<file path="config.mk">
export PLATFORM = sky130hd
export DESIGN_NAME = lzrd_alu
export DESIGN_NICKNAME = d
export VERILOG_FILES = /design/src/design/lzma_range_decoder_macros.svh /design/src/design/lzrd_pkg.sv /design/src/design/lzrd_alu.sv
export SDC_FILE = /design/constraint.sdc
export NUM_CORES = 1
export LEC_CHECK = 0
export ABC_AREA = 1
export BUFFER_PORTS_ARGS = -buffer_cell sky130_fd_sc_hd__buf_2
export CAP_MARGIN = 20
export CORE_ASPECT_RATIO = 1.2
export CORE_MARGIN = 2
export CORE_UTILIZATION = 40
export DETAILED_ROUTE_END_ITERATION = 7
export PLACE_DENSITY_LB_ADDON = 0.3
export SLEW_MARGIN = 20
export SYNTH_ARGS = -nofsm -noshare
export SYNTH_HDL_FRONTEND = slang
export SYNTH_SLANG_ARGS = --single-unit
</file>
<file path="constraint.sdc">
create_clock -name vclk -period 8.4
set_input_delay 0.42 -clock vclk [all_inputs]
set_output_delay 0.42 -clock vclk [all_outputs]
set_load 0.02 [all_outputs]
</file>
<file path="src/design/lzma_range_decoder_macros.svh">
// Assertion macros for the LZMA range decoder.
// Used by the RTL files that carry concurrent assertions; no other dependencies.
`ifndef LZMA_RANGE_DECODER_MACROS_SVH
`define LZMA_RANGE_DECODER_MACROS_SVH

// The consequent must hold in the same cycle as the antecedent.
`define LZRD_ASSERT_IMP(lbl, clk, rst_n, ante, cons, msg) \
  lbl: assert property (@(posedge clk) disable iff (!rst_n) (ante) |-> (cons)) \
    else $error(msg);

// The consequent must hold in the cycle after the antecedent.
`define LZRD_ASSERT_NXT(lbl, clk, rst_n, ante, cons, msg) \
  lbl: assert property (@(posedge clk) disable iff (!rst_n) (ante) |=> (cons)) \
    else $error(msg);

`endif

</file>
<file path="src/design/lzrd_pkg.sv">
// Shared types and constants of the LZMA range decoder.
// No dependencies; used by lzrd_alu and lzma_range_decoder.
`timescale 1ns / 1ps

package lzrd_pkg;

  localparam int PROB_DEPTH_DEF    = 4096;
  localparam int QUEUE_DEPTH_DEF   = 16;
  localparam int MAX_TREE_BITS_DEF = 8;

  localparam logic [31:0] TOP_VALUE       = 32'h0100_0000;
  localparam logic [11:0] PROB_ONE        = 12'h800;
  localparam int          PROB_BITS       = 11;
  localparam int          MOVE_BITS       = 5;
  localparam int          START_BYTES     = 5;
  localparam int          MAX_DIRECT_BITS = 32;

  typedef enum logic [2:0] {
    ACT_PUSH   = 3'd0,
    ACT_START  = 3'd1,
    ACT_ADAPT  = 3'd2,
    ACT_DIRECT = 3'd3,
    ACT_TREE   = 3'd4,
    ACT_WPROB  = 3'd5
  } action_e;

  typedef enum logic [1:0] {
    STS_OK     = 2'd0,
    STS_NODATA = 2'd1,
    STS_BAD    = 2'd2
  } status_e;

  typedef enum logic [3:0] {
    ST_IDLE,
    ST_PUSH,
    ST_WRITE,
    ST_LOAD,
    ST_DBIT,
    ST_PREAD,
    ST_MUL,
    ST_ABIT,
    ST_DONE
  } state_e;

  typedef enum logic {
    ALU_ADAPT,
    ALU_DIRECT
  } alu_op_e;

  typedef struct packed {
    logic [31:0] rng;
    logic [31:0] code;
    logic        dbit;
    logic        hit;
    logic        pop;
    logic        starve;
  } alu_res_t;

endpackage

</file>
<file path="src/design/lzrd_alu.sv">
// Shared bit-decode unit: one adaptive or direct bit step followed by one
// normalization step. Depends on lzrd_pkg.
`timescale 1ns / 1ps

module lzrd_alu (
  input  lzrd_pkg::alu_op_e  op_i,
  input  logic [31:0]        rng_i,
  input  logic [31:0]        code_i,
  input  logic [31:0]        bound_i,
  input  logic [7:0]         byte_i,
  input  logic               avail_i,
  output lzrd_pkg::alu_res_t res_o
);

  logic [31:0] rng_half;
  logic [31:0] sub_b;
  logic [32:0] diff;
  logic [31:0] rng_s;
  logic [31:0] code_s;
  logic        dbit;
  logic        hit;
  logic        need;

  always_comb begin
    rng_half = {1'b0, rng_i[31:1]};
    sub_b    = (op_i == lzrd_pkg::ALU_DIRECT) ? rng_half : bound_i;
    diff     = {1'b0, code_i} - {1'b0, sub_b};
    if (op_i == lzrd_pkg::ALU_DIRECT) begin
      rng_s  = rng_half;
      code_s = diff[31] ? code_i : diff[31:0];
      dbit   = ~diff[31];
      hit    = (code_s == rng_half);
    end else if (diff[32]) begin
      rng_s  = bound_i;
      code_s = code_i;
      dbit   = 1'b0;
      hit    = 1'b0;
    end else begin
      rng_s  = rng_i - bound_i;
      code_s = diff[31:0];
      dbit   = 1'b1;
      hit    = 1'b0;
    end
    need = (rng_s < lzrd_pkg::TOP_VALUE);
  end

  always_comb begin
    res_o.dbit   = dbit;
    res_o.hit    = hit;
    res_o.pop    = need & avail_i;
    res_o.starve = need & ~avail_i;
    if (need & avail_i) begin
      res_o.rng  = {rng_s[23:0], 8'h00};
      res_o.code = {code_s[23:0], byte_i};
    end else begin
      res_o.rng  = rng_s;
      res_o.code = code_s;
    end
  end

endmodule

</file>
==> out/qor.yml, run 1 <==
run_status:
  status: "finished clean"
global_route:
  overflow: 0
  antenna_found_initial: 0
  grt_use_total: 0.331
  grt_pass1_vias: 10200
  grt_max_degree: 81
  grt_pass1_wl_um: 56200
placed_design:
  port_buffers: 174
  dp_slack_ns: 2.07
  hpwl_um: 31800
  gp_congestion: 1.04
route:
  firstDrtPassIters: 6
  ant_nets: 0
  wl_per_cell_um: 18.3
  wl_um: 38300
  drt-vias-per-instance: 5.63
  drc: 0
  first_iter_violations: 1156
  vias: 11800
yosys:
  synth_top_area_cell: "nand2_1"
  synthesis.nets: 1878
  synth_most_common_cell: "nand2_1"
  synth_seq_area_share: 0
  ys_types: 39
  synth_area_um2: 8230
  syn-instance-count: 1707
  synth.top_cell.area_share: 0.316
  yosysWarnings: 0
  syn_avg_cell_area_um2: 4.82
  synth_top_cells_by_area: "nand2_1, inv_1, nand3_1"
  synthTopCellsByCount: "nand2_1, inv_1, nand3_1"
floorplanning:
  start_util: 0.406
  die_h_um: 161
  ios: 174
  rows: 57
  die_area_um2: 21700
  coreArea_um2: 20300
  chipWidth_um: 135
sta:
  slew_viol_final: 0
  period_share: 0.736
  slew_headroom: 0.334
  min_period_ns: 6.18
  tns_ns: 0
  layout_setup_ws_ns: 2.22
  whs_ns: 1.20
  setup_viol: 0
  fmax_mhz: 162
  worstMarginPinSlew_ns: 0.996
  hold_viol: 0
  rsz0062_at_grt: "false"
critical_path:
  crit_top_cell: "nand2_1"
  cp_top_family: "simple AND/OR/NAND/NOR gates"
  worst-path-buf-inv: 6
  worst-setup-path-type: "in -> out"
  crit_required_ns: 7.98
  slowest_stage: "buf_4"
  cp_max_fo: 80
  endpoint_kind: "primary output"
  path_cells: "buf_2 -> buf_4 -> o21ai_0 -> ha_1 -> fa_1 -> inv_1 -> nand3_1 -> nand2_2 -> nand2_1 -> nand2_2 -> nand2_1 -> nand2_1 -> nand3_2 -> nand2_4 -> nand2_4 -> clkinv_2 -> nor2_1 -> nor2_2 -> nand2_1 -> nor2_4 -> buf_4 -> nand4_1 -> nand2_1 -> buf_2"
  worst_ep_arrival_time_ns: 5.76
  max_stage_delay_ns: 0.62
  startpoint_type: "input pin"
finish:
  design.seq.count: 0
  n_antenna_cell: 0
  final_nets: 1999
  clkbuf_count: 0
  regArea_um2: 0
  drive_above_1_share: 0.116
  syn2layout_area_growth_pct: 11.3
  nFillCells: 2401
clock_tree:
  cts_hold_buf: 0
  cts.repair.resized: 0
  cts_setup_buffers: 0
run:
  cap_violations: 0
power_and_ir_drop:
  power.density_nw_per_um2: 114
  p_leak_uw: 0.00555
  peakVddDrop_mv: 0.0563
min_path:
  hp-class: "in -> out"
[final timing paths]
kind	cells past startpoint	start	slack, ns	endpoint
worst max-delay path	24	op_i	2.22	res_o[7]
worst min-delay path	4	byte_i[1]	1.20	res_o[5]
[cells by family after synthesis]
family                   share of synthesized area
adder cells (fa/ha/maj)                      0.101
buffers and inverters                        0.163
AND/OR/NAND/NOR                              0.553
XOR/XNOR                                    0.0362
AO/OA/AOI/OAI                                0.147
[metal layers]
metal,track usage,share of wire
met1,0.420,0.40
met2,0.561,0.45
met3,0.0141,0.079
met4,0.184,0.067
met5,0,0
[final cells by class]
class,instances,area [um^2],share of cell area
well taps,265,332,0.0362
multi-input cells,1376,6900,0.753
repair buffers,179,908,0.0992
inverters,271,1020,0.111
[metrics by stage]
| step | instance area [um^2] | instances | power (uW) | util |
|---|---|---|---|---|
| floorplan | 8230 | 1707 | 706 | - |
| global placement | 9150 | 2091 | 1010 | 0.452 |
| detailed placement | 9150 | 2091 | 1010 | 0.452 |
| CTS | 9150 | 2091 | 1020 | 0.452 |
| global route | 9160 | 2091 | 1130 | 0.452 |
| finish | 9160 | 2091 | 1040 | 0.452 |
[power breakdown]
| group | switching, uW | internal, uW | total [uW] | leakage, uW |
|---|---|---|---|---|
| Sequential | 0 | 0 | 0 | 0 |
| Combinational | 730 | 314 | 1040 | 0.00555 |
| Clock | 0 | 0 | 0 | 0 |
| Total | 730 | 314 | 1040 | 0.00555 |
[layout by cell type, fill, tap and decap left out, types with 7 or more instances in the layout]
| cell type | synthesis | layout |
|---|---|---|
| nand2_1 | 692 | 692 |
| inv_1 | 255 | 255 |
| buf_2 | 12 | 174 |
| nand3_1 | 159 | 159 |
| nor2_1 | 116 | 116 |
| a21oi_1 | 81 | 81 |
| nand4_1 | 63 | 63 |
| ha_1 | 63 | 63 |
| o21ai_0 | 43 | 43 |
| o221ai_1 | 25 | 25 |
| xnor2_1 | 19 | 19 |
| o211ai_1 | 17 | 17 |
| xor2_1 | 15 | 15 |
| inv_2 | 14 | 14 |
| o21a_1 | 13 | 13 |
| nand3b_1 | 12 | 12 |
| nor3_1 | 9 | 9 |
| and2_1 | 8 | 8 |
| o21bai_1 | 7 | 7 |
Note: power is estimated with default switching activity, not from simulation.
==> run 2: changes to the inputs <==
clock period = 5.6 ns   (was 8.4 ns; I/O delays follow)
==> run 2 against run 1 <==
Total power rose by 52%. Via count rose by 0.71%. Combinational power rose by 53%. Die area did not move. Flip-flop and latch count did not move. Sequential share of layout area did not move. Worst setup slack got worse by 1.8 ns. Critical path depth did not move. Routed wire length rose by 1.2%. Critical endpoint is now res_o[63]. Largest power group unchanged.
==> out/qor.yml, run 2 (synthesized netlist as in run 1, its figures left out) <==
run_status:
  status: "finished clean"
floorplanning:
  coreArea_um2: 20300
  die_area_um2: 21700
  die_h_um: 161
  ios: 174
  rows: 57
  chipWidth_um: 135
  start_util: 0.406
global_route:
  overflow: 0
  grt_pass1_vias: 10800
  grt_pass1_wl_um: 58600
  antenna_found_initial: 0
  grt_use_total: 0.345
  grt_max_degree: 59
critical_path:
  crit_top_cell: "nand2_1"
  worst_ep_arrival_time_ns: 4.94
  cp_max_fo: 57
  endpoint_kind: "primary output"
  critPathLaunch: "op_i"
  max_stage_delay_ns: 0.59
  crit_required_ns: 5.32
  path_cells: "buf_2 -> buf_4 -> o21ai_0 -> ha_1 -> nand2_1 -> nand2_1 -> nand2_1 -> nand2_1 -> inv_2 -> nand2_2 -> nand2_1 -> nand2_1 -> nand3_2 -> nand2_4 -> nand2_4 -> buf_4 -> a21oi_1 -> nor2_1 -> nand2_1 -> nor2_4 -> buf_4 -> nand4_1 -> nand2_1 -> buf_2"
  startpoint_type: "input pin"
  worst-path-buf-inv: 6
  slowest_stage: "o21ai_0"
  cp_top_family: "simple AND/OR/NAND/NOR gates"
  worst-setup-path-type: "in -> out"
min_path:
  min_to: "res_o[8]"
  hold_depth: 4
  hp-class: "in -> out"
  min_from: "byte_i[4]"
sta:
  setup_viol: 0
  tns_ns: 0
  rsz0062_at_grt: "false"
  fmax_mhz: 192
  hold_viol: 0
  slew_viol_final: 0
  worstMarginPinSlew_ns: 0.677
  period_share: 0.932
  slew_headroom: 0.544
  whs_ns: 0.929
  min_period_ns: 5.22
finish:
  nFillCells: 2353
  final_nets: 2014
  clkbuf_count: 0
  final_cell_mix: "nand2_1, inv_1, buf_2, nand3_1, nor2_1"
  n_antenna_cell: 0
  final_common_cell: "nand2_1"
  syn2layout_area_growth_pct: 12.6
  drive_above_1_share: 0.123
  multi_input_area_um2: 6900
  design.seq.count: 0
  regArea_um2: 0
power_and_ir_drop:
  peakVddDrop_mv: 0.0840
  finalPower_uw: 1590
  p_leak_uw: 0.00562
  power.density_nw_per_um2: 172
clock_tree:
  cts.repair.resized: 0
  cts_setup_buffers: 0
  cts_hold_buf: 0
placed_design:
  hpwl_um: 32900
  port_buffers: 174
  gp_congestion: 1.00
route:
  wl_um: 38800
  vias: 11900
  ant_nets: 0
  first_iter_violations: 1310
  firstDrtPassIters: 5
  drc: 0
  drt-vias-per-instance: 5.63
  wl_per_cell_um: 18.4
run:
  cap_violations: 0
run 2: changes by cell type in the layout (fill, tap and decap cells not counted):
cell	delta
nand3_4	-1
nand3_2	+1
buf_4	+15
run 2: area by class of cell:
cell class / instances / area share
tap: 265 / 0.0358
multi-input combinational: 1376 / 0.744
timing repair buffer: 194 / 0.110
inverter: 271 / 0.110
run 2: worst max path at each step:
stage,end,slack [ns],depth (start not counted)
2_1_floorplan,res_o[0],1.37,26
3_3_place_gp,res_o[63],0.58,20
3_5_place_dp,res_o[63],0.58,20
4_1_cts,res_o[63],0.57,24
5_1_grt,res_o[63],0.11,24
6_report,res_o[63],0.38,24
run 2: stage by stage:
stage          cells  utilization  setup slack (ns)  area [um^2]
2_1_floorplan   1707            -              1.37         8230
3_3_place_gp    2106        0.457             0.582         9270
3_5_place_dp    2106        0.457             0.577         9270
4_1_cts         2106        0.457             0.574         9270
5_1_grt         2106        0.457             0.109         9270
6_report        2106        0.457             0.382         9270
run 2: layer usage:
metal / vias to the layer above / part of all wire / GRT usage / wire length (um)
li1: 5745 / - / - / -
met1: 5255 / 0.39 / 0.431 / 15200
met2: 702 / 0.44 / 0.569 / 17100
met3: 154 / 0.084 / 0.0257 / 3280
met4: 0 / 0.082 / 0.221 / 3200
met5: - / 0 / 0 / 0
run 2: power by group:
| group | internal, uW | switching [uW] |
|---|---|---|
| Combinational | 487 | 1100 |
| Sequential | 0 | 0 |
| Clock | 0 | 0 |
| Total | 487 | 1100 |
