File: src/design/lzma_range_decoder_macros.svh
// Assertion macros for the LZMA range decoder.
// Used by the RTL files that carry concurrent assertions; no other dependencies.
`ifndef LZMA_RANGE_DECODER_MACROS_SVH
`define LZMA_RANGE_DECODER_MACROS_SVH

// The consequent must hold in the same cycle as the antecedent.
`define LZRD_ASSERT_IMP(lbl, clk, rst_n, ante, cons, msg) \
  lbl: assert property (@(posedge clk) disable iff (!rst_n) (ante) |-> (cons)) \
    else $error(msg);

// The consequent must hold in the cycle after the antecedent.
`define LZRD_ASSERT_NXT(lbl, clk, rst_n, ante, cons, msg) \
  lbl: assert property (@(posedge clk) disable iff (!rst_n) (ante) |=> (cons)) \
    else $error(msg);

`endif

File: src/design/lzrd_ram.sv
// Generic single-write, single-read RAM with a registered read port.
// No dependencies; holds the byte queue and the probability store.
`timescale 1ns / 1ps

module lzrd_ram #(
  parameter int WIDTH = 8,
  parameter int DEPTH = 16
) (
  input  logic                     clk_i,
  input  logic                     we_i,
  input  logic [$clog2(DEPTH)-1:0] waddr_i,
  input  logic [WIDTH-1:0]         wdata_i,
  input  logic [$clog2(DEPTH)-1:0] raddr_i,
  output logic [WIDTH-1:0]         rdata_o
);

  logic [WIDTH-1:0] mem_q [DEPTH];
  logic [WIDTH-1:0] rdata_q;

  always_ff @(posedge clk_i) begin
    if (we_i) begin
      mem_q[waddr_i] <= wdata_i;
    end
    rdata_q <= mem_q[raddr_i];
  end

  assign rdata_o = rdata_q;

endmodule

File: config.mk
export PLATFORM = sky130hd
export DESIGN_NAME = lzrd_ram
export DESIGN_NICKNAME = d
export VERILOG_FILES = /design/src/design/lzma_range_decoder_macros.svh /design/src/design/lzrd_ram.sv
export SDC_FILE = /design/constraint.sdc
export NUM_CORES = 1
export LEC_CHECK = 0
export BUFFER_PORTS_ARGS = -buffer_cell sky130_fd_sc_hd__buf_2
export CORE_ASPECT_RATIO = 0.7
export CORE_MARGIN = 2
export CORE_UTILIZATION = 60
export DETAILED_ROUTE_END_ITERATION = 16
export PLACE_DENSITY_LB_ADDON = 0.12
export SLEW_MARGIN = 20
export SYNTH_ARGS = -nofsm -noshare
export SYNTH_HDL_FRONTEND = slang
export SYNTH_SLANG_ARGS = --single-unit
export TNS_END_PERCENT = 10
File: constraint.sdc
create_clock -name clk_i -period 2 [get_ports clk_i]
set_input_delay 0.1 -clock clk_i [delete_from_list [all_inputs] [get_ports clk_i]]
set_output_delay 0.1 -clock clk_i [all_outputs]
set_load 0.005 [all_outputs]
==> metrics.yaml, run 1 <==
clocking:
  post_cts_buffers: 0
  root_buffer: "clkbuf_16"
  cts_tree: "yes"
  clock_tree.buffer_depth: 2
  h-tree-depth: 4
  clock-sinks: 136
  clk_latency_ns: 0.42
  ctsResizeCount: 0
  path_clk_slew_ns: 0.06
  hold_buffers: 0
  cts_buffers: 17
min_path:
  min_path_type: "input port to flop"
routing:
  dr_wl_met3_microns: 1100
  wl_met2_microns: 4460
  detail_route.wl_per_cell_microns: 25.2
  route.layer.met1.wl_microns: 4370
  post-route-drc-count: 0
  viasPerCell: 6.13
  first_pass_iters: 4
  ant_nets: 0
  drtIter0Drc: 339
  routed_wl_microns: 10100
  top_layer: "met4"
  dr_total_vias: 2445
synthesis:
  ys_async_sr_fraction_pct: 0
  ys_warn_count: 0
  synthFlopType: "edfxtp_1"
  synth_top_area_cell: "edfxtp_1"
  avgSynthCellArea_sq_um: 22.5
  yosys_register_bits: 136
  synth_edf_count: 128
  yosysSeqAreaShare_pct: 77.8
  synthCells: 229
  ys_types: 19
  synth_area_leaders: "edfxtp_1 75%, mux4_2 7.9%, mux4_1 7.1%"
  syn_area_sq_mm: 0.00515
  synth_top_area_share_pct: 74.7
  syn_nets: 247
power:
  switchingPower_mw: 1.28
  power_frac_seq_pct: 48.8
  switching_share_pct: 19.5
  power_density_mw_per_mm2: 1080
  p_comb_share_pct: 4.6
  internal_power_mw: 5.29
  power_leakage_nw: 2.09
  clkPwrFrac_pct: 46.6
  ir_drop_v: 0.000870
timing:
  setup_slack_ns: 0.637
  setup_viol: 0
  max_freq_mhz: 734
  fin_crit_ns: 1.36
  finalSetupTns_ns: 0
  max_slew_margin_pct: 53.0
  finalCritPeriodShare_pct: 68.1
  hold_violations: 0
  tightest_slew_ns: 0.703
  maxSlewViolCount: 0
  rsz0062_at_grt: "no"
  skew_ns: 0.00649
grt:
  grt_pass1_wl_microns: 14800
  antenna_found_initial: 0
  grt_start_max_net_pins: 33
  grt_remaining_overflow: 0
  grt_pass1_vias: 2432
  grt_usage_pct: 24.4
critical_path:
  crit_fanout: 1
  worst-setup-path-type: "flop to flop"
  cp_data_arrival_time_ns: 1.65
  required_ns: 2.28
  startpoint_type: "flop"
  endpoint_kind: "flop"
floorplanning:
  start_util_pct: 61.2
  dieArea_sq_mm: 0.00935
  rows: 28
  core_sq_mm: 0.00841
  pin_count: 26
  die_width_microns: 115
  die_y_microns: 81.5
layout:
  area_growth_pct: 17.7
  fin_util_pct: 72.1
  antenna_cells: 0
  drive_above_1_share_pct: 30.3
  nNetsFinal: 299
flow_run:
  max_cap_viol_count: 0
placed_design:
  port_buffers: 25
  place.gp.congestion: 0.825
  dpl_worst_slack_ns: 0.433
  dpl.hpwl_microns: 6160
status:
  outcome: "complete, no violations"
through the flow:
stage	cells	hold slack, ns	area (sq um)	power, mW
after floorplan	229	0.199	5150	3.42
after global placement	367	0.477	5480	3.56
after detailed placement	367	0.479	5480	3.57
after CTS	399	0.0681	6060	6.63
after global routing	399	0.0863	6060	6.78
final	399	0.0909	6060	6.57
path summary, 6_finish.rpt:
path              depth (start not counted)  slack (ns)           end          from
setup / recovery                          3        0.64    rdata_o[6]  mem_q[13][6]
hold / removal                            1        0.09  mem_q[11][4]    wdata_i[4]
setup reg to reg                          3        0.64    rdata_o[6]  mem_q[13][6]
hold reg to reg                           3        0.67    rdata_o[0]   mem_q[4][0]
power by group through the flow:
stage          clock network, mW  logic [mW]  registers, mW
6_report                    3.07       0.302           3.21
5_1_grt                     3.25       0.327           3.21
4_1_cts                     3.12       0.305           3.21
3_5_place_dp                   0       0.303           3.26
3_3_place_gp                   0       0.297           3.26
2_1_floorplan                  0       0.162           3.26
synthesized netlist by cell type (2+ instances only):
master           number
edfxtp_1            128
mux4_2               18
a22oi_1              16
mux4_1               14
nor2_1               13
nand2_1               9
dfxtp_1               8
nor3_1                4
buf_2                 3
buf_6                 3
clkdlybuf4s25_2       3
nand2b_1              2
nand3b_1              2
flip-flops by register name, summed over array words and instances, names as in the netlist:
register,cells
mem_q,128
rdata_o,8
cell families after synthesis:
group,count (synthesis),synth area share [%]
flip-flops,136,77.8
multiplexers,32,15.0
AO/OA/AOI/OAI,16,2.33
AND/OR/NAND/NOR,35,3.18
buffers and inverters,10,1.68
cell usage in the layout (no fill, tap or decap):
master     instances
nand3_1            1
nor3_1             4
buf_12             2
edfxtp_1         128
buf_2             25
clkbuf_1           4
buf_4             16
and2b_1            1
nand2b_1           2
clkbuf_8           1
nor2_1            13
a22oi_1           16
nor2b_1            1
clkbuf_16         17
nand2_1            9
bufinv_16          3
and2_1             1
mux4_2            18
clkinv_1           1
clkinv_4           1
dfxtp_1            8
clkinv_2           5
or3b_2             1
nand3b_1           2
mux4_1            14
critical path: stages (launching register included):
cell and delay (ns):
edfxtp_1 0.37, mux4_2 0.50, a22oi_1 0.24, nand2_1 0.12
metal layers:
metal | GRT usage [%] | vias up
met3 | 8.71 | 12
met4 | 11.1 | 0
met2 | 32.8 | 121
li1 | - | 1081
met1 | 36.4 | 1231
met5 | 0 | -
cell type report:
cell class / instances / area (sq um)
Sequential cell: 136 / 4000
Clock inverter: 10 / 128
Tap cell: 105 / 131
Timing Repair Buffer: 43 / 285
Clock buffer: 22 / 454
Fill cell: 502 / 2350
Multi-Input combinational cell: 83 / 1060
(Power assumes the default switching activity.)
==> run 2, diff against run 1 <==
- ABC_AREA: not set -> 1
- CORE_UTILIZATION: 60 -> 61
- clock period: 2 -> 1.3 ns (I/O delays scaled with it)
==> run 2 against run 1 <==
Critical path type unchanged. Highest routed layer unchanged. Critical endpoint unchanged. Die area grew 9.8%. Sequential power grew 54%. First-iteration DRC count grew 76%.
==> metrics.yaml, run 2 <==
grt:
  grt_usage_pct: 28.1  # +3.7 points
  grt_pass1_wl_microns: 20500  # +38%
  grt_remaining_overflow: 0  # unchanged
  grt_pass1_vias: 3658  # +50%
  grt_start_max_net_pins: 65  # +97%
  antenna_found_initial: 0  # unchanged
timing:
  skew_ns: 0.00763  # +0.00114 ns
  maxSlewViolCount: 0  # unchanged
  fin_crit_ns: 1.04  # -0.323 ns
  finalSetupTns_ns: 0  # unchanged
  setup_viol: 0  # unchanged
  hold_violations: 0  # unchanged
  max_slew_margin_pct: 73.3  # +20 points
  rsz0062_at_grt: "no"
  tightest_slew_ns: 0.401  # -0.302 ns
  max_freq_mhz: 962  # +31%
  finalCritPeriodShare_pct: 80.0  # +12 points
critical_path:
  startpoint_type: "flop"
  cp_data_arrival_time_ns: 1.35  # -0.30 ns
  worst-setup-path-type: "flop to flop"
  crit_fanout: 1  # unchanged
  endpoint_kind: "flop"
  required_ns: 1.61  # -0.67 ns
  worstRegToRegCells: 6  # +3
  cp-startpoint: "mem_q[0][6]"
  cp-endpoint: "rdata_o[6]"
  reg2reg_to: "rdata_o[6]"
  rrSetupSlack_ns: 0.26  # -0.38 ns
  r2r-start: "mem_q[0][6]"
synthesis:
  synthCells: 551  # +140%
  synth-simple-area-share_pct: 21.0  # +18 points
  synth_top_area_cell: "edfxtp_1"
  synth_top_area_share_pct: 66.7  # -8.0 points
  synthFlopType: "edfxtp_1"
  yosys_register_bits: 136  # unchanged
  syn_nets: 569  # +130%
  syn_area_sq_mm: 0.00577  # +12%
  netlist_top_cells_count: "173 x nand2_1, 128 x edfxtp_1, 100 x inv_1, 97 x nand3_1, 17 x nor2_1"
  ys_async_sr_fraction_pct: 0  # unchanged
  synth_top_family_by_area: "simple AND/OR/NAND/NOR gates"
  yosysSeqAreaShare_pct: 69.4  # -8.4 points
  synth_area_leaders: "edfxtp_1 67%, nand2_1 11%, nand3_1 8.4%"
  synth_fa_ha_area_share_pct: 0  # unchanged
  yosys-mux-area-fraction_pct: 0  # -15 points
  yosysMostFrequentCell: "nand2_1"
  synth_compound_area_share_pct: 0  # -2.3 points
  synth_edf_count: 128  # unchanged
  ys_warn_count: 0  # unchanged
  synth_xor_area_share_pct: 0  # unchanged
  avgSynthCellArea_sq_um: 10.5  # -53%
  ys_types: 12  # -7
clocking:
  path_clk_slew_ns: 0.06  # about the same
  clock_tree.buffer_depth: 2  # unchanged
  cts_tree: "yes"
  clk_latency_ns: 0.42  # about the same
  cts_buffers: 17  # unchanged
  post_cts_buffers: 0  # unchanged
  ctsResizeCount: 0  # unchanged
  clock-sinks: 136  # unchanged
  hold_buffers: 0  # unchanged
  h-tree-depth: 4  # unchanged
  root_buffer: "clkbuf_16"
layout:
  final_cell_mix: "173 x nand2_1, 128 x edfxtp_1, 100 x inv_1"
  final_common_cell: "nand2_1"
  regMostFlops: "mem_q"
  fillers: 610  # +22%
  area_growth_pct: 16.8
  antenna_cells: 0  # unchanged
  largest_reg_flops: 128  # unchanged
  drive_above_1_share_pct: 13.4  # -17 points
  nNetsFinal: 611  # +100%
min_path:
  min_path_type: "input port to flop"
placed_design:
  dpl.hpwl_microns: 7770  # +26%
  port_buffers: 25  # unchanged
  place.gp.congestion: 0.816  # -1.0%
routing:
  ant_nets: 0  # unchanged
  post-route-drc-count: 0  # unchanged
  routed_wl_microns: 13200  # +31%
  drtIter0Drc: 598  # +76%
  first_pass_iters: 7  # +3
  viasPerCell: 5.26  # -14%
  dr_total_vias: 3841  # +57%
  detail_route.wl_per_cell_microns: 18.0  # -28%
floorplanning:
  die_width_microns: 120  # +4.8%
  rows: 29  # +3.6%
  core_sq_mm: 0.00911  # +8.3%
  pin_count: 26  # unchanged
  dieArea_sq_mm: 0.0103  # +9.8%
  die_y_microns: 85.4  # +4.7%
  start_util_pct: 63.3  # +2.1 points
power:
  power_leakage_nw: 2.95  # +41%
  p_comb_share_pct: 5.8  # +1.2 points
  ir_drop_v: 0.00103  # +18%
  switching_share_pct: 20.9  # +1.4 points
  clkPwrFrac_pct: 47.9  # +1.3 points
  power_density_mw_per_mm2: 1580  # +46%
  power_frac_seq_pct: 46.3  # -2.5 points
  internal_power_mw: 8.44  # +59%
  total_power_mw: 10.7  # +62%
  switchingPower_mw: 2.22  # +73%
flow_run:
  max_cap_viol_count: 0  # unchanged
status:
  outcome: "complete, no violations"
[run 2: changes by cell type in the layout (fill, tap and decap cells not counted), sizes merged, moves of 4 or more]
cell / change
nand2: +164
inv: +102
nand3: +96
mux4: -32
a22oi: -16
clkinvlp: +5
buf: +4
clkinv: -4
nor2: +4
nor3: -4
[run 2: worst min path at each step]
stage | from | to | slack (ns) | cells past startpoint
finish | raddr_i[3] | rdata_o[5] | 0.02 | 3
global route | raddr_i[3] | rdata_o[3] | 0.02 | 3
CTS | raddr_i[3] | rdata_o[5] | 0.005 | 3
detailed placement | rdata_o[7] | rdata_o[7] | 0.44 | 1
global placement | raddr_i[3] | rdata_o[4] | 0.44 | 3
floorplan | wdata_i[0] | mem_q[0][0] | 0.16 | 0
[run 2: area by class of cell]
type                            instances  area, sq um  share of cell area (%)
Clock buffer                           20          467                    6.93
Clock inverter                         12          173                    2.56
Inverter                              102          383                    5.68
Multi-Input combinational cell        289         1210                    18.0
Sequential cell                       136         4000                    59.4
Tap cell                              124          155                    2.30
Timing Repair Buffer                   47          340                    5.05
[run 2: per-layer routing]
metal	global-route usage (%)	vias to the layer above	part of all wire (%)
met2	40.6	191	44
li1	-	1853	-
met1	41.4	1773	45
met5	0	-	0
met3	6.79	24	9.0
met4	12.2	0	1.9
[run 2: worst max-delay path: stages, from the launching register on]
cell and delay, ns:
edfxtp_1 0.38, inv_1 0.08, nand2_1 0.06, nand3_1 0.10
nand3_1 0.13, nand3_1 0.12, nand2_1 0.06
[run 2: cells by family after synthesis]
kind of cell / count (synthesis)
AND/OR/NAND/NOR: 289
flip-flops: 136
buffers and inverters: 126
[run 2: metrics by stage]
stage	hold WS, ns	instance area, sq um	utilization, %	worst slack, ns	std cells
2_1_floorplan	0.164	5770	-	0.284	551
3_3_place_gp	0.442	6100	66.9	0.155	698
3_5_place_dp	0.440	6100	66.9	0.108	698
4_1_cts	0.00505	6740	74.0	0.250	730
5_1_grt	0.0178	6740	74.0	0.178	730
6_report	0.0223	6740	74.0	0.260	730
[run 2: power groups by stage]
stage / clock network (mW) / logic [mW] / registers, mW
after floorplan: 0 / 0.346 / 5.02
after global placement: 0 / 0.595 / 5.03
after detailed placement: 0 / 0.608 / 5.03
after CTS: 5.16 / 0.617 / 4.94
after global routing: 5.34 / 0.683 / 4.94
final: 5.10 / 0.621 / 4.94
